--- src/hw/rtl/u8d_pkg.sv ---
package u8d_pkg;

  localparam int unsigned QUEUE_DEPTH = 2;
  localparam int unsigned CP_W        = 31;

  typedef enum logic [2:0] {
    ERR_NONE     = 3'd0,
    ERR_TRAIL    = 3'd1,
    ERR_STRAY    = 3'd2,
    ERR_FEFF     = 3'd3,
    ERR_OVERLONG = 3'd4
  } err_e;

  typedef enum logic [1:0] {
    KIND_ASCII = 2'd0,
    KIND_CONT  = 2'd1,
    KIND_LEAD  = 2'd2,
    KIND_FEFF  = 2'd3
  } kind_e;

  // Classified byte as it travels from front to back.
  typedef struct packed {
    kind_e      kind;
    logic [2:0] seq_len;  // lead bytes only
    logic [6:0] payload;  // ascii: 7 bits, cont: low 6, lead: masked bits
  } word_t;

  // Least legal value for each sequence length.
  function automatic logic [CP_W-1:0] least_value(input logic [2:0] len);
    logic [CP_W-1:0] v;
    unique case (len)
      3'd2:    v = CP_W'(32'h0000_0080);
      3'd3:    v = CP_W'(32'h0000_0800);
      3'd4:    v = CP_W'(32'h0001_0000);
      3'd5:    v = CP_W'(32'h0020_0000);
      3'd6:    v = CP_W'(32'h0400_0000);
      default: v = '0;
    endcase
    return v;
  endfunction

endpackage

--- src/hw/rtl/u8d_front.sv ---
module u8d_front import u8d_pkg::*; (
  input  logic [7:0] data_byte_i,
  output word_t      word_o
);

  always_comb begin
    word_o.seq_len = 3'd0;
    word_o.payload = 7'd0;
    priority if (data_byte_i < 8'h80) begin
      word_o.kind    = KIND_ASCII;
      word_o.payload = data_byte_i[6:0];
    end else if (data_byte_i < 8'hC0) begin
      word_o.kind    = KIND_CONT;
      word_o.payload = {1'b0, data_byte_i[5:0]};
    end else if (data_byte_i >= 8'hFE) begin
      word_o.kind    = KIND_FEFF;
    end else if (data_byte_i < 8'hE0) begin
      word_o.kind    = KIND_LEAD;
      word_o.seq_len = 3'd2;
      word_o.payload = {2'b0, data_byte_i[4:0]};
    end else if (data_byte_i < 8'hF0) begin
      word_o.kind    = KIND_LEAD;
      word_o.seq_len = 3'd3;
      word_o.payload = {3'b0, data_byte_i[3:0]};
    end else if (data_byte_i < 8'hF8) begin
      word_o.kind    = KIND_LEAD;
      word_o.seq_len = 3'd4;
      word_o.payload = {4'b0, data_byte_i[2:0]};
    end else if (data_byte_i < 8'hFC) begin
      word_o.kind    = KIND_LEAD;
      word_o.seq_len = 3'd5;
      word_o.payload = {5'b0, data_byte_i[1:0]};
    end else begin
      word_o.kind    = KIND_LEAD;
      word_o.seq_len = 3'd6;
      word_o.payload = {6'b0, data_byte_i[0]};
    end
  end

endmodule

--- src/hw/rtl/u8d_queue.sv ---
module u8d_queue import u8d_pkg::*; #(
  parameter int unsigned Depth = QUEUE_DEPTH
) (
  input  logic  clk_i,
  input  logic  rst_ni,
  input  logic  push_i,
  input  word_t word_i,
  output logic  full_o,
  input  logic  pop_i,
  output logic  valid_o,
  output word_t word_o
);

  localparam int unsigned PtrW = (Depth > 1) ? $clog2(Depth) : 1;
  localparam int unsigned CntW = $clog2(Depth + 1);
  localparam logic [PtrW-1:0] LastPtr = PtrW'(Depth - 1);
  localparam logic [CntW-1:0] FullCnt = CntW'(Depth);

  word_t           slot_q [Depth];
  logic [PtrW-1:0] wr_ptr_q, wr_ptr_d, rd_ptr_q, rd_ptr_d;
  logic [CntW-1:0] count_q, count_d;
  logic            do_push, do_pop;

  assign full_o  = (count_q == FullCnt);
  assign valid_o = (count_q != '0);
  assign word_o  = slot_q[rd_ptr_q];
  assign do_push = push_i && !full_o;
  assign do_pop  = pop_i && valid_o;

  always_comb begin
    wr_ptr_d = wr_ptr_q;
    rd_ptr_d = rd_ptr_q;
    count_d  = count_q;
    if (do_push) begin
      wr_ptr_d = (wr_ptr_q == LastPtr) ? '0 : wr_ptr_q + PtrW'(1);
    end
    if (do_pop) begin
      rd_ptr_d = (rd_ptr_q == LastPtr) ? '0 : rd_ptr_q + PtrW'(1);
    end
    unique case ({do_push, do_pop})
      2'b10:   count_d = count_q + CntW'(1);
      2'b01:   count_d = count_q - CntW'(1);
      default: count_d = count_q;
    endcase
  end

  always_ff @(posedge clk_i or negedge rst_ni) begin
    if (!rst_ni) begin
      wr_ptr_q <= '0;
      rd_ptr_q <= '0;
      count_q  <= '0;
    end else begin
      wr_ptr_q <= wr_ptr_d;
      rd_ptr_q <= rd_ptr_d;
      count_q  <= count_d;
    end
  end

  always_ff @(posedge clk_i) begin
    if (do_push) begin
      slot_q[wr_ptr_q] <= word_i;
    end
  end

endmodule

--- src/hw/rtl/u8d_back.sv ---
module u8d_back import u8d_pkg::*; (
  input  logic            clk_i,
  input  logic            rst_ni,
  input  logic            valid_i,
  input  word_t           word_i,
  output logic            pop_o,
  output logic            out_valid_o,
  input  logic            out_stall_i,
  output logic [CP_W-1:0] code_point_o,
  output err_e            error_code_o
);

  logic [CP_W-1:0] partial_q, partial_d, shifted;
  logic [2:0]      rem_q, rem_d, len_q, len_d;
  logic            out_valid_q, out_valid_d;
  logic [CP_W-1:0] cp_q, cp_d;
  err_e            err_q, err_d;
  logic            emit;
  logic            take;

  // Output register frees up when empty or when its word leaves this cycle.
  assign pop_o = !out_valid_q || !out_stall_i;
  assign take  = pop_o && valid_i;

  assign shifted = {partial_q[CP_W-7:0], word_i.payload[5:0]};

  always_comb begin
    partial_d = partial_q;
    rem_d     = rem_q;
    len_d     = len_q;
    emit      = 1'b0;
    cp_d      = '0;
    err_d     = ERR_NONE;
    if (take) begin
      if (rem_q == 3'd0) begin
        unique case (word_i.kind)
          KIND_ASCII: begin
            emit = 1'b1;
            cp_d = CP_W'(word_i.payload);
          end
          KIND_CONT: begin
            emit  = 1'b1;
            err_d = ERR_STRAY;
          end
          KIND_FEFF: begin
            emit  = 1'b1;
            err_d = ERR_FEFF;
          end
          KIND_LEAD: begin
            partial_d = CP_W'(word_i.payload);
            len_d     = word_i.seq_len;
            rem_d     = word_i.seq_len - 3'd1;
          end
          default: ;
        endcase
      end else if (word_i.kind != KIND_CONT) begin
        emit      = 1'b1;
        err_d     = ERR_TRAIL;
        partial_d = '0;
        rem_d     = 3'd0;
        len_d     = 3'd0;
      end else begin
        partial_d = shifted;
        rem_d     = rem_q - 3'd1;
        if (rem_q == 3'd1) begin
          emit      = 1'b1;
          partial_d = '0;
          len_d     = 3'd0;
          if (shifted < least_value(len_q)) begin
            err_d = ERR_OVERLONG;
          end else begin
            cp_d = shifted;
          end
        end
      end
    end
  end

  always_comb begin
    out_valid_d = out_valid_q;
    if (pop_o) begin
      out_valid_d = emit;
    end
  end

  always_ff @(posedge clk_i or negedge rst_ni) begin
    if (!rst_ni) begin
      partial_q   <= '0;
      rem_q       <= 3'd0;
      len_q       <= 3'd0;
      out_valid_q <= 1'b0;
    end else begin
      partial_q   <= partial_d;
      rem_q       <= rem_d;
      len_q       <= len_d;
      out_valid_q <= out_valid_d;
    end
  end

  always_ff @(posedge clk_i) begin
    if (pop_o && emit) begin
      cp_q  <= cp_d;
      err_q <= err_d;
    end
  end

  assign out_valid_o  = out_valid_q;
  assign code_point_o = cp_q;
  assign error_code_o = err_q;

endmodule

--- src/hw/rtl/utf8_byte_stream_decoder.sv ---
// UTF-8 decoder for the original six-byte form: one byte word in, at most one
// word out per byte (a code point of up to 31 bits and an error code). It
// accepts a byte every cycle while the byte queue is not full; a result passes
// through the byte queue and then the output register before it appears.
// Errors: 1 bad trailing byte, 2 continuation byte in lead position, 3 lead
// byte FE/FF, 4 overlong encoding; the code point is zero on error and the
// offending byte is dropped. An unfinished sequence produces nothing.
module utf8_byte_stream_decoder import u8d_pkg::*; #(
  parameter int unsigned QueueDepth = QUEUE_DEPTH
) (
  input  logic            clk_i,
  input  logic            rst_ni,
  input  logic            in_valid_i,
  output logic            in_stall_o,
  input  logic [7:0]      data_byte_i,
  output logic            out_valid_o,
  input  logic            out_stall_i,
  output logic [CP_W-1:0] code_point_o,
  output logic [2:0]      error_code_o
);

  word_t front_word, queue_word;
  logic  queue_full, queue_valid, back_pop;
  err_e  err;

  // Front: classify each byte as it arrives.
  u8d_front u_front (
    .data_byte_i (data_byte_i),
    .word_o      (front_word)
  );

  // Short queue decouples input stall from output stall.
  u8d_queue #(
    .Depth (QueueDepth)
  ) u_queue (
    .clk_i   (clk_i),
    .rst_ni  (rst_ni),
    .push_i  (in_valid_i),
    .word_i  (front_word),
    .full_o  (queue_full),
    .pop_i   (back_pop),
    .valid_o (queue_valid),
    .word_o  (queue_word)
  );

  assign in_stall_o = queue_full;

  // Back: sequence tracking, overlong check, output register.
  u8d_back u_back (
    .clk_i        (clk_i),
    .rst_ni       (rst_ni),
    .valid_i      (queue_valid),
    .word_i       (queue_word),
    .pop_o        (back_pop),
    .out_valid_o  (out_valid_o),
    .out_stall_i  (out_stall_i),
    .code_point_o (code_point_o),
    .error_code_o (err)
  );

  assign error_code_o = err;

endmodule

--- config.mk ---
export PLATFORM = sky130hd
export DESIGN_NAME = utf8_byte_stream_decoder
export DESIGN_NICKNAME = d
export VERILOG_FILES = /design/src/hw/rtl/u8d_pkg.sv /design/src/hw/rtl/u8d_front.sv /design/src/hw/rtl/u8d_queue.sv /design/src/hw/rtl/u8d_back.sv /design/src/hw/rtl/utf8_byte_stream_decoder.sv
export SDC_FILE = /design/constraint.sdc
export NUM_CORES = 1
export LEC_CHECK = 0
export BUFFER_PORTS_ARGS = -buffer_cell sky130_fd_sc_hd__buf_2
export CAP_MARGIN = 0
export CORE_MARGIN = 2
export CORE_UTILIZATION = 41
export DETAILED_ROUTE_END_ITERATION = 8
export PLACE_DENSITY = 0.67
export SETUP_SLACK_MARGIN = 0.02
export SYNTH_ARGS = -nofsm -noshare
export SYNTH_HDL_FRONTEND = slang
export SYNTH_HIERARCHICAL = 1
export SYNTH_SLANG_ARGS = --single-unit
--- constraint.sdc ---
create_clock -name clk_i -period 3.7 [get_ports clk_i]
set_clock_uncertainty 0.2 [all_clocks]
set_input_delay 0.185 -clock clk_i [delete_from_list [all_inputs] [get_ports clk_i]]
set_output_delay 0.185 -clock clk_i [all_outputs]
set_load 0.02 [all_outputs]
==> metrics.cfg <==
[outcome]
run_status=finished clean

[global_routing]
grt_pass1_vias=2449
antenna_found_initial=0
grt_max_degree=37
gr-usage-met1=0.202
grtUsageMet3=0.0464
overflow=0
grt_use_total=0.151
grt_util_met2=0.246
grt_pass1_wl_mm=12.3
grt_busiest_layer=met2

[critical_path]
path_max_fanout=21
cp_data_required_time_ns=3.72
crit_path_start_kind=flip-flop
path_class=flip-flop to flip-flop
reg2reg_slack_ns=0.61
cp-end-kind=flip-flop
worstPathArrival_ns=3.12

[cells_and_area]
mostFrequentLayoutCell=edfxtp_1
nFillCells=857
drive_above_1_share=0.242
final_cell_mix=58 x edfxtp_1, 47 x buf_2, 36 x dfrtp_1
fin_nets=367
utilization=0.482
syn2layout_area_growth_pct=15.5
antenna_cells=0

[place]
post-dp-hpwl_mm=5.06
routabilityCongestion=0.912
port_buffers=47

[synthesis]
syn_area_um2=4040
syn-num-nets=306
synthArstFlopShare=0.383
synth_area_per_cell_um2=14.2
ys_warn_count=6
ys_ff_latch=94
synthCells=285
synthFlopType=edfxtp_1
synth_edf_count=58
ys_seq_area_frac=0.654
synth_cell_types=46

[floorplan]
initial_core_util=0.417
core_area_um2=9680
rows=36
ioPinCount=48
dieArea_um2=10700
die_w_um=103
dieHeight_um=103

[clock_tree]
cts_hold_buf=7
cts_buffer_depth=2
tritoncts=yes
post_cts_buffers=0
cts_num_sinks=94
clk_pin_slew_ns=0.09
cts_buffers=9
cts_resized=0
cts-root-buf=clkbuf_8
clkLatencyLatePin_ns=0.35
htreeDepth=3

[sta]
drv_slew=0
setup_viol=0
period_share=0.836
rsz0062_at_grt=false
worst_slew_pin_slew_ns=1.02
hold_viol_final=0
max_freq_ghz=0.323
min_period_ns=3.09
tns_ns=0
slew_headroom=0.318

[routing]
viasPerCell=5.13
wl_mm=7.20
drc_errors=0
dr.pass1.iters=5
drt_iter0_drc=101
detail_route.wl_per_cell_um=14.9
postRouteAntennaNets=0
via_count=2483

[job]
max_cap_viol_count=0

[pwr]
ir_drop_mv=0.437
leakage_nw=2.02
power_density_nw_per_um2=825

[min_path]
hold_class=input pin to flip-flop

==> metal layers <==
metal | wire length (um) | share of wire
met3 | 333 | 0.046
met1 | 3310 | 0.46
met4 | 55 | 0.0076
met2 | 3500 | 0.49
met5 | 0 | 0
==> kinds of logic (layout without fill, tap and decap cells) <==
kind of cell	count (synthesis)	after routing	share of synthesized area
buffers and inverters	16	82	0.0198
muxes	13	13	0.0362
xor gates and xnor gates	6	6	0.0130
DFF	94	94	0.654
AOI/OAI and AO/OA	59	59	0.120
and+or+nand+nor	88	88	0.130
adders and majority gates	9	9	0.0279
==> synthesized netlist by cell type (6+ instances only) <==
cell type | n | area share
edfxtp_1 | 58 | 0.43
dfrtp_1 | 36 | 0.22
and2_1 | 28 | 0.043
a22o_1 | 25 | 0.054
mux2_2 | 13 | 0.036
nor2_1 | 13 | 0.012
ha_1 | 9 | 0.028
inv_1 | 8 | 0.0074
nand2_1 | 8 | 0.0074
nor3_1 | 7 | 0.0087
nand2b_1 | 6 | 0.0093
o211a_1 | 6 | 0.015
==> report_power, final <==
part | leakage, nW | switching (mW) | internal [mW]
Combinational | 0.888 | 0.976 | 0.524
Clock | 0.0829 | 0.349 | 0.248
Sequential | 1.05 | 0.189 | 1.56
==> through the flow <==
step / setup slack [ns] / hold slack [ns] / power, mW / instance area, um^2 / instances
after floorplan: 1.06 / -0.311 / 2.83 / 4040 / 285
after global placement: 0.720 / 0.119 / 3.26 / 4420 / 461
after detailed placement: 0.590 / 0.123 / 3.29 / 4420 / 461
after CTS: 0.576 / 0.0143 / 3.89 / 4670 / 484
after global routing: 0.375 / 0.0244 / 4.15 / 4670 / 484
final: 0.606 / 0.0254 / 3.85 / 4670 / 484
==> sequential cells by signal, summed over array words and instances, names as in the netlist <==
| name | flops |
|---|---|
| u_queue/slot_q | 24 |
| u_back/len_q | 3 |
| u_queue/rd_ptr_q | 1 |
| u_back/partial_q | 25 |
| u_queue/count_q | 2 |
| u_back/rem_q | 3 |
| u_queue/wr_ptr_q | 1 |
| u_back/out_valid_o | 1 |
| u_back/error_code_o | 3 |
| u_back/code_point_o | 31 |
==> area by class of cell <==
| type | instances | area (um^2) | share of cell area |
|---|---|---|---|
| sequential | 94 | 2640 | 0.566 |
| clock buffer | 10 | 128 | 0.0273 |
| timing repair buffer | 58 | 335 | 0.0718 |
| inverter | 8 | 30.0 | 0.00643 |
| multi-input combinational | 175 | 1320 | 0.283 |
| clock inverter | 6 | 46.3 | 0.00992 |
| tap | 133 | 166 | 0.0356 |
==> path summary, 6_finish.rpt <==
kind / endpoint / cells after the start / from
setup / recovery: u_back/code_point_o[11]$_SDFFCE_PP0P_ / 5 / u_queue/rd_ptr_q$_DFFE_PN0P_
hold / removal: u_queue/slot_q[0][3]$_DFFE_PP_ / 2 / data_byte_i[3]
setup reg to reg: u_back/code_point_o[11]$_SDFFCE_PP0P_ / 5 / u_queue/rd_ptr_q$_DFFE_PN0P_
hold reg to reg: u_queue/count_q[1]$_DFFE_PN0P_ / 1 / u_queue/count_q[1]$_DFFE_PN0P_
max in group asynchronous: u_back/partial_q[0]$_DFFE_PN0P_ / 2 / rst_ni
min in group asynchronous: u_back/partial_q[23]$_DFFE_PN0P_ / 2 / rst_ni
==> worst max-delay path, stage by stage (launching register included) <==
cell and delay, ns:
dfrtp_1 0.70, mux2_2 0.45, nand2b_1 0.19, or4_1 0.52, a31oi_2 0.67, and2_1 0.24
(Power assumes the default switching activity.)
